## src/rtl/core/dat_pkg.sv

```systemverilog
package dat_pkg;

  // Widths of the fixed result fields.
  localparam int unsigned TONE_W = 10;
  localparam int unsigned AVG_W  = 16;
  localparam int unsigned DATA_W = 32;

  // Tone mapping: freq = FREQ_TOP - ceil(FREQ_MUL * avg / FREQ_DIV), saturated at zero.
  localparam int unsigned FREQ_TOP = 880;
  localparam int unsigned FREQ_MUL = 11;
  localparam int unsigned FREQ_DIV = 300;

  // The rounded-up numerator at which the drop reaches FREQ_TOP.
  localparam int unsigned SAT_LIMIT = FREQ_TOP * FREQ_DIV;

  // Numerator width below the saturation limit.
  localparam int unsigned X_W = 19;

  // Reciprocal of FREQ_DIV: floor(2^RECIP_SHIFT / FREQ_DIV).
  localparam int unsigned RECIP_SHIFT = 28;
  localparam int unsigned RECIP_MUL   = (32'd1 << RECIP_SHIFT) / FREQ_DIV;
  localparam int unsigned RECIP_W     = 20;

endpackage

```

## src/rtl/core/distance_average_to_tone.sv

```systemverilog
// Channel   Direction  Payload (low bit first)                 Accepted when
// s_axis    in         tdata: distance; tuser: restart         tvalid && tready
// m_axis    out        tdata: tone_freq, average, zero pad     tvalid && tready
//
// An item occupies the block from acceptance until its result is handed to the output
// register; the three-bit-per-cycle divider by the fill count sets most of that time,
// and the tone mapping adds a three-stage pipeline.
// After reset the window is empty and an item is taken at once. A result waiting on
// m_axis holds the next item only at its final hand-off into the output register.
module distance_average_to_tone import dat_pkg::*; #(
  parameter int unsigned WINDOW    = 7,
  parameter int unsigned DIST_BITS = 16
) (
  input  logic              clk_i,
  input  logic              rst_ni,
  input  logic              s_axis_tvalid,
  output logic              s_axis_tready,
  input  logic [15:0]       s_axis_tdata,   // [15:0] distance
  input  logic              s_axis_tuser,   // [0] restart
  output logic              m_axis_tvalid,
  input  logic              m_axis_tready,
  output logic [DATA_W-1:0] m_axis_tdata    // [9:0] tone_freq, [25:10] average, rest zero
);

  localparam int unsigned AW    = (WINDOW > 1) ? $clog2(WINDOW) : 1;
  localparam int unsigned CNT_W = $clog2(WINDOW + 1);
  localparam int unsigned TOT_W = DIST_BITS + $clog2(WINDOW);

  typedef enum logic [2:0] {
    ST_IDLE,
    ST_UPDATE,
    ST_DIVIDE,
    ST_TONE,
    ST_SEND
  } state_e;

  state_e              state_q;
  logic [DIST_BITS-1:0] sample_q;
  logic [TOT_W-1:0]    total_q;
  logic [AW-1:0]       pos_q;
  logic [CNT_W-1:0]    fill_q;
  logic                m_tvalid_q;
  logic [DATA_W-1:0]   m_tdata_q;

  logic                accept;
  logic [AW-1:0]       rd_addr;
  logic [DIST_BITS-1:0] rd_data;
  logic [DIST_BITS-1:0] old_sample;
  logic [TOT_W-1:0]    total_d;
  logic [AW-1:0]       pos_d;
  logic [CNT_W-1:0]    fill_d;
  logic                div_start;
  logic                div_done;
  logic [TOT_W-1:0]    quotient;
  logic [DIST_BITS-1:0] avg;
  logic                tone_done;
  logic [TONE_W-1:0]   freq;
  logic                out_free;

  assign accept   = s_axis_tvalid && s_axis_tready;
  assign out_free = !m_tvalid_q || m_axis_tready;

  // A restart request reads entry zero, which the fill count marks as empty.
  assign rd_addr = s_axis_tuser ? '0 : pos_q;

  // Until the ring is full the entry being replaced is still empty.
  assign old_sample = (fill_q == CNT_W'(WINDOW)) ? rd_data : '0;
  assign total_d    = total_q - TOT_W'(old_sample) + TOT_W'(sample_q);
  assign pos_d      = (pos_q == AW'(WINDOW - 1)) ? '0 : pos_q + AW'(1);
  assign fill_d     = (fill_q == CNT_W'(WINDOW)) ? fill_q : fill_q + CNT_W'(1);
  assign div_start  = (state_q == ST_UPDATE);
  assign avg        = quotient[DIST_BITS-1:0];

  dat_ram #(
    .WIDTH (DIST_BITS),
    .DEPTH (WINDOW)
  ) u_window (
    .clk_i   (clk_i),
    .we_i    (state_q == ST_UPDATE),
    .waddr_i (pos_q),
    .wdata_i (sample_q),
    .raddr_i (rd_addr),
    .rdata_o (rd_data)
  );

  dat_div #(
    .NUM_W (TOT_W),
    .DEN_W (CNT_W)
  ) u_div (
    .clk_i   (clk_i),
    .rst_ni  (rst_ni),
    .start_i (div_start),
    .num_i   (total_d),
    .den_i   (fill_d),
    .done_o  (div_done),
    .quo_o   (quotient)
  );

  dat_tone #(
    .IN_W (DIST_BITS)
  ) u_tone (
    .clk_i   (clk_i),
    .rst_ni  (rst_ni),
    .start_i (div_done),
    .avg_i   (avg),
    .done_o  (tone_done),
    .freq_o  (freq)
  );

  // Sequencer with the window bookkeeping and the output register.
  always_ff @(posedge clk_i or negedge rst_ni) begin
    if (!rst_ni) begin
      state_q    <= ST_IDLE;
      total_q    <= '0;
      pos_q      <= '0;
      fill_q     <= '0;
      m_tvalid_q <= 1'b0;
    end else begin
      // The output register holds a result until the receiver takes it.
      if (state_q == ST_SEND && out_free) begin
        m_tvalid_q <= 1'b1;
      end else if (m_axis_tready) begin
        m_tvalid_q <= 1'b0;
      end
      unique case (state_q)
        ST_IDLE: begin
          if (accept) begin
            if (s_axis_tuser) begin
              total_q <= '0;
              pos_q   <= '0;
              fill_q  <= '0;
            end
            state_q <= ST_UPDATE;
          end
        end
        ST_UPDATE: begin
          total_q <= total_d;
          pos_q   <= pos_d;
          fill_q  <= fill_d;
          state_q <= ST_DIVIDE;
        end
        ST_DIVIDE: begin
          if (div_done) begin
            state_q <= ST_TONE;
          end
        end
        ST_TONE: begin
          if (tone_done) begin
            state_q <= ST_SEND;
          end
        end
        ST_SEND: begin
          if (out_free) begin
            state_q <= ST_IDLE;
          end
        end
        default: state_q <= ST_IDLE;
      endcase
    end
  end

  // Payload registers.
  always_ff @(posedge clk_i) begin
    if (accept) begin
      sample_q <= DIST_BITS'(s_axis_tdata);
    end
    if (state_q == ST_SEND && out_free) begin
      m_tdata_q <= DATA_W'({AVG_W'(avg), freq});
    end
  end

  assign s_axis_tready = (state_q == ST_IDLE);
  assign m_axis_tvalid = m_tvalid_q;
  assign m_axis_tdata  = m_tdata_q;

endmodule

```

## src/rtl/core/dat_ram.sv

```systemverilog
module dat_ram import dat_pkg::*; #(
  parameter int unsigned WIDTH = 16,
  parameter int unsigned DEPTH = 7,
  localparam int unsigned AW = (DEPTH > 1) ? $clog2(DEPTH) : 1
) (
  input  logic             clk_i,
  input  logic             we_i,
  input  logic [AW-1:0]    waddr_i,
  input  logic [WIDTH-1:0] wdata_i,
  input  logic [AW-1:0]    raddr_i,
  output logic [WIDTH-1:0] rdata_o
);

  logic [WIDTH-1:0] mem_q [DEPTH];
  logic [WIDTH-1:0] rdata_q;

  // Single write port, registered read port.
  always_ff @(posedge clk_i) begin
    if (we_i) begin
      mem_q[waddr_i] <= wdata_i;
    end
    rdata_q <= mem_q[raddr_i];
  end

  assign rdata_o = rdata_q;

endmodule

```

## src/rtl/core/dat_div.sv

```systemverilog
module dat_div import dat_pkg::*; #(
  parameter int unsigned NUM_W = 19,
  parameter int unsigned DEN_W = 3
) (
  input  logic             clk_i,
  input  logic             rst_ni,
  input  logic             start_i,
  input  logic [NUM_W-1:0] num_i,
  input  logic [DEN_W-1:0] den_i,
  output logic             done_o,
  output logic [NUM_W-1:0] quo_o
);

  // Restoring division, three quotient bits per cycle.
  localparam int unsigned STEP  = 3;
  localparam int unsigned ITER  = (NUM_W + STEP - 1) / STEP;
  localparam int unsigned PAD_W = ITER * STEP;
  localparam int unsigned CW    = $clog2(ITER + 1);

  logic             busy_q;
  logic             done_q;
  logic             den_zero_q;
  logic [CW-1:0]    cnt_q;
  logic [PAD_W-1:0] num_q;
  logic [DEN_W-1:0] rem_q;
  logic [DEN_W-1:0] den_q;

  logic [PAD_W-1:0] num_d;
  logic [DEN_W-1:0] rem_d;

  // Three dependent shift-compare-subtract steps on a narrow remainder.
  always_comb begin
    logic [DEN_W:0] r_ext;
    num_d = num_q;
    rem_d = rem_q;
    for (int i = 0; i < STEP; i++) begin
      r_ext = {rem_d, num_d[PAD_W-1]};
      num_d = {num_d[PAD_W-2:0], 1'b0};
      if (r_ext >= {1'b0, den_q}) begin
        r_ext    = r_ext - {1'b0, den_q};
        num_d[0] = 1'b1;
      end
      rem_d = r_ext[DEN_W-1:0];
    end
  end

  // Control: load on start, count down the iterations, pulse done.
  always_ff @(posedge clk_i or negedge rst_ni) begin
    if (!rst_ni) begin
      busy_q <= 1'b0;
      done_q <= 1'b0;
      cnt_q  <= '0;
    end else begin
      done_q <= 1'b0;
      if (start_i) begin
        busy_q <= 1'b1;
        cnt_q  <= CW'(ITER);
      end else if (busy_q) begin
        cnt_q <= cnt_q - CW'(1);
        if (cnt_q == CW'(1)) begin
          busy_q <= 1'b0;
          done_q <= 1'b1;
        end
      end
    end
  end

  // Datapath registers.
  always_ff @(posedge clk_i) begin
    if (start_i) begin
      num_q      <= PAD_W'(num_i);
      rem_q      <= '0;
      den_q      <= den_i;
      den_zero_q <= (den_i == '0);
    end else if (busy_q) begin
      num_q <= num_d;
      rem_q <= rem_d;
    end
  end

  // A zero divisor yields a zero quotient.
  assign done_o = done_q;
  assign quo_o  = den_zero_q ? '0 : num_q[NUM_W-1:0];

endmodule

```

## src/rtl/core/dat_tone.sv

```systemverilog
module dat_tone import dat_pkg::*; #(
  parameter int unsigned IN_W = 16
) (
  input  logic              clk_i,
  input  logic              rst_ni,
  input  logic              start_i,
  input  logic [IN_W-1:0]   avg_i,
  output logic              done_o,
  output logic [TONE_W-1:0] freq_o
);

  localparam int unsigned ML_W = IN_W + 4;
  localparam int unsigned XF_W = (ML_W > X_W) ? ML_W : X_W;
  localparam int unsigned P_W  = X_W + RECIP_W;

  logic              v1_q;
  logic              v2_q;
  logic              v3_q;
  logic              sat1_q;
  logic              sat2_q;
  logic [X_W-1:0]    x1_q;
  logic [X_W-1:0]    x2_q;
  logic [P_W-1:0]    prod_q;
  logic [TONE_W-1:0] freq_q;

  logic [XF_W-1:0]   x_full;
  logic [TONE_W-1:0] q_est;
  logic [X_W-1:0]    rem;
  logic [TONE_W-1:0] drop;

  // Stage one: rounded-up numerator and the saturation test.
  assign x_full = XF_W'(avg_i) * XF_W'(FREQ_MUL) + XF_W'(FREQ_DIV - 1);

  // Stage three: reciprocal estimate is exact or one low; fix it with one compare.
  assign q_est = prod_q[RECIP_SHIFT +: TONE_W];
  assign rem   = x2_q - X_W'(q_est) * X_W'(FREQ_DIV);
  assign drop  = (rem >= X_W'(FREQ_DIV)) ? q_est + TONE_W'(1) : q_est;

  // Stage valids.
  always_ff @(posedge clk_i or negedge rst_ni) begin
    if (!rst_ni) begin
      v1_q <= 1'b0;
      v2_q <= 1'b0;
      v3_q <= 1'b0;
    end else begin
      v1_q <= start_i;
      v2_q <= v1_q;
      v3_q <= v2_q;
    end
  end

  // Stage data.
  always_ff @(posedge clk_i) begin
    sat1_q <= (x_full >= XF_W'(SAT_LIMIT));
    x1_q   <= x_full[X_W-1:0];
    sat2_q <= sat1_q;
    x2_q   <= x1_q;
    prod_q <= P_W'(x1_q) * P_W'(RECIP_MUL);
    if (v2_q) begin
      freq_q <= sat2_q ? '0 : TONE_W'(FREQ_TOP) - drop;
    end
  end

  assign done_o = v3_q;
  assign freq_o = freq_q;

endmodule
```

## config.mk

```make
export PLATFORM = sky130hd
export DESIGN_NAME = distance_average_to_tone
export DESIGN_NICKNAME = d
export VERILOG_FILES = /design/src/rtl/core/dat_pkg.sv /design/src/rtl/core/distance_average_to_tone.sv /design/src/rtl/core/dat_ram.sv /design/src/rtl/core/dat_div.sv /design/src/rtl/core/dat_tone.sv
export SDC_FILE = /design/constraint.sdc
export NUM_CORES = 1
export LEC_CHECK = 0
export ABC_AREA = 1
export BUFFER_PORTS_ARGS = -buffer_cell sky130_fd_sc_hd__buf_2
export CAP_MARGIN = 15
export CELL_PAD_IN_SITES_DETAIL_PLACEMENT = 2
export CELL_PAD_IN_SITES_GLOBAL_PLACEMENT = 2
export CORE_MARGIN = 3
export CORE_UTILIZATION = 42
export CTS_BUF_LIST = sky130_fd_sc_hd__clkbuf_4 sky130_fd_sc_hd__clkbuf_8
export DETAILED_ROUTE_END_ITERATION = 7
export GPL_TIMING_DRIVEN = 0
export PLACE_DENSITY = 0.89
export SLEW_MARGIN = 0
export SYNTH_ARGS = -nofsm -noshare
export SYNTH_HDL_FRONTEND = slang
export SYNTH_HIERARCHICAL = 1
export SYNTH_SLANG_ARGS = --single-unit
```

## constraint.sdc

```tcl
create_clock -name clk_i -period 7 [get_ports clk_i]
set_clock_uncertainty 0.1 [all_clocks]
set_input_delay 0.35 -clock clk_i [delete_from_list [all_inputs] [get_ports clk_i]]
set_output_delay 0.35 -clock clk_i [all_outputs]
set_load 0.02 [all_outputs]
```

==> metrics.cfg <==
[status]
status = completed

[setup_path]
reg2reg_from = u_tone/x1_q[4]
endpoint_kind = flip-flop
cp_max_fo = 8
worstPathRequired_ns = 7.46
crit_path_cell_trace = ha_1, inv_1, fa_1, inv_1, fa_1, fa_1, fa_1, fa_1, ha_1, nand2_1, nor4_1, nand3_1, o211ai_1, a31o_2, a31oi_1, nor2_1, nor2_1, nand2_1, nand2_1
slowest_stage = fa_1
crit_arrival_ns = 7.44
crit_type = reg2reg
reg2reg_slack_ns = 0.02
critPathMaxStageDelay_ns = 0.75
r2r_cells = 19
start_kind = flip-flop
cpMostUsedCell = fa_1
reg2reg_to = u_tone/prod_q[35]

[floorplan]
start_util_pct = 42.9
die-area_um2 = 55800
num_rows = 83
die_h_um = 236
die-width_um = 236
coreArea_um2 = 51800
ios = 55

[job]
max_cap_violations = 0

[drt]
drt-initial-drc-count = 1272
drt_pass1_iterations = 5
wirelength_um = 99400
drc_errors = 0
viasPerCell = 5.85
wire_per_inst_um = 29.9
vias = 19400
ant_nets = 0

[sta]
slew_headroom_pct = 32.2
setup_violations = 0
setup_ws_ns = 0.0196
setup_tns_ns = 0
min_period_over_period_pct = 99.7
drv_slew = 0
worstMarginPinSlew_ns = 1.02
hold_viol = 0
max_freq_ghz = 0.143
period_needed_ns = 6.98

[clock_network]
numCtsBuffers = 53
clkLatencyLatePin_ns = 0.69
h-tree-depth = 2
clkSlewWorstSetupHoldPaths_ns = 0.07
cts_tree = yes
cts-root-buf = clkbuf_8
clockBufferDepth = 3
cts_sinks = 293

[global_routing]
first_global_vias = 23100
grt_start_max_net_pins = 38
grt_usage_pct = 35.2
grt-ovfl-total = 0
antenna_found_initial = 1
grt_pass1_wl_um = 148000

[placed_design]
placed_cells = 3199
pre_cts_slack_ns = 0.0505
hpwl_um = 61800
gp_congestion = 0.831
portBuffers = 48
dpl_cell_area_um2 = 23500

[layout]
most-common-layout-cells = nand2_1, inv_1, ha_1, edfxtp_1, fa_1
diodes = 0
fillers = 5540
regArea_um2 = 7940
final_area_um2 = 24900
drive_gt1_share_pct = 10.2
mostFrequentLayoutCell = nand2_1
fin_nets = 3038
fin_cells = 3322
area_growth_pct = 12.1
multi_input_area_um2 = 12200

[worst_hold_path]
min_from = s_axis_tvalid
hold-path-cell-count = 4
hold_class = in2reg
whs_endpoint = pos_q[1]

[synthesis]
syn-cell-area_um2 = 22200
syn_inst = 2459
yosys_warnings = 6
post_synth.cell_area_avg_um2 = 9.05

==> metrics by stage <==
step	hold slack [ns]	utilization (%)
3_5_place_dp	0.229	45.3
5_1_grt	0.0878	48.1
3_3_place_gp	0.214	45.1
4_1_cts	0.0336	47.9
2_1_floorplan	-0.0456	-
6_report	0.0695	48.1
==> registers in the layout, summed over array words and instances (netlist names), 10 cells and up <==
signal / count
u_window/mem_q: 112
m_axis_tdata: 26
u_div/num_q: 21
total_q: 19
u_tone/x1_q: 19
u_tone/x2_q: 17
sample_q: 16
u_window/rdata_o: 16
u_tone/freq_o: 10
u_tone/prod_q: 10
==> final cells by class <==
cell class,instances,share of cell area (%)
plain buffers,38,0.943
multi-input cells,1619,49.1
inverters,514,7.73
clock inverters,28,1.21
well taps,680,3.41
flip-flops and latches,293,31.8
clock buffers,71,3.49
repair buffers,79,2.31
==> worst max path at each step <==
| stage | startpoint | end | slack, ns | cells past startpoint |
|---|---|---|---|---|
| after global routing | u_tone/prod_q[33] | u_tone/freq_o[7] | -0.17 | 36 |
| after CTS | u_tone/prod_q[35] | u_tone/freq_o[6] | 0.009 | 35 |
| final | u_tone/x1_q[4] | u_tone/prod_q[35] | 0.02 | 19 |
| after floorplan | u_tone/prod_q[33] | u_tone/freq_o[8] | 1.14 | 37 |
| after global placement | u_tone/prod_q[33] | u_tone/freq_o[6] | 0.38 | 35 |
| after detailed placement | u_tone/prod_q[33] | u_tone/freq_o[6] | 0.05 | 35 |
==> layer usage <==
metal	up-vias	track usage (%)	part of all wire, %
li1	8102	-	-
met1	9849	34.9	34
met2	941	64.5	52
met3	533	7.45	5.2
met4	0	26.2	8.7
met5	-	0	0
==> critical path: cells and delay by family, from the launching register on <==
kind	cells	cell delay (ns)
flops	1	0.41
compound gates	3	0.95
fa+ha+maj	7	3.73
buf+inv	2	0.30
simple gates	7	1.39
==> repair_timing <==
item | in CTS | in global routing
pin swaps | 0 | 6
hold endpoints to repair | 54 | 0
endpoints found under the setup margin | 1 | 10
gates resized for setup | 1 | 22
setup buffers | 0 | 5
hold buffers | 18 | 0
Power is not shown: default switching activity piles up to over one toggle a cycle in this logic, so the estimate is an artifact.
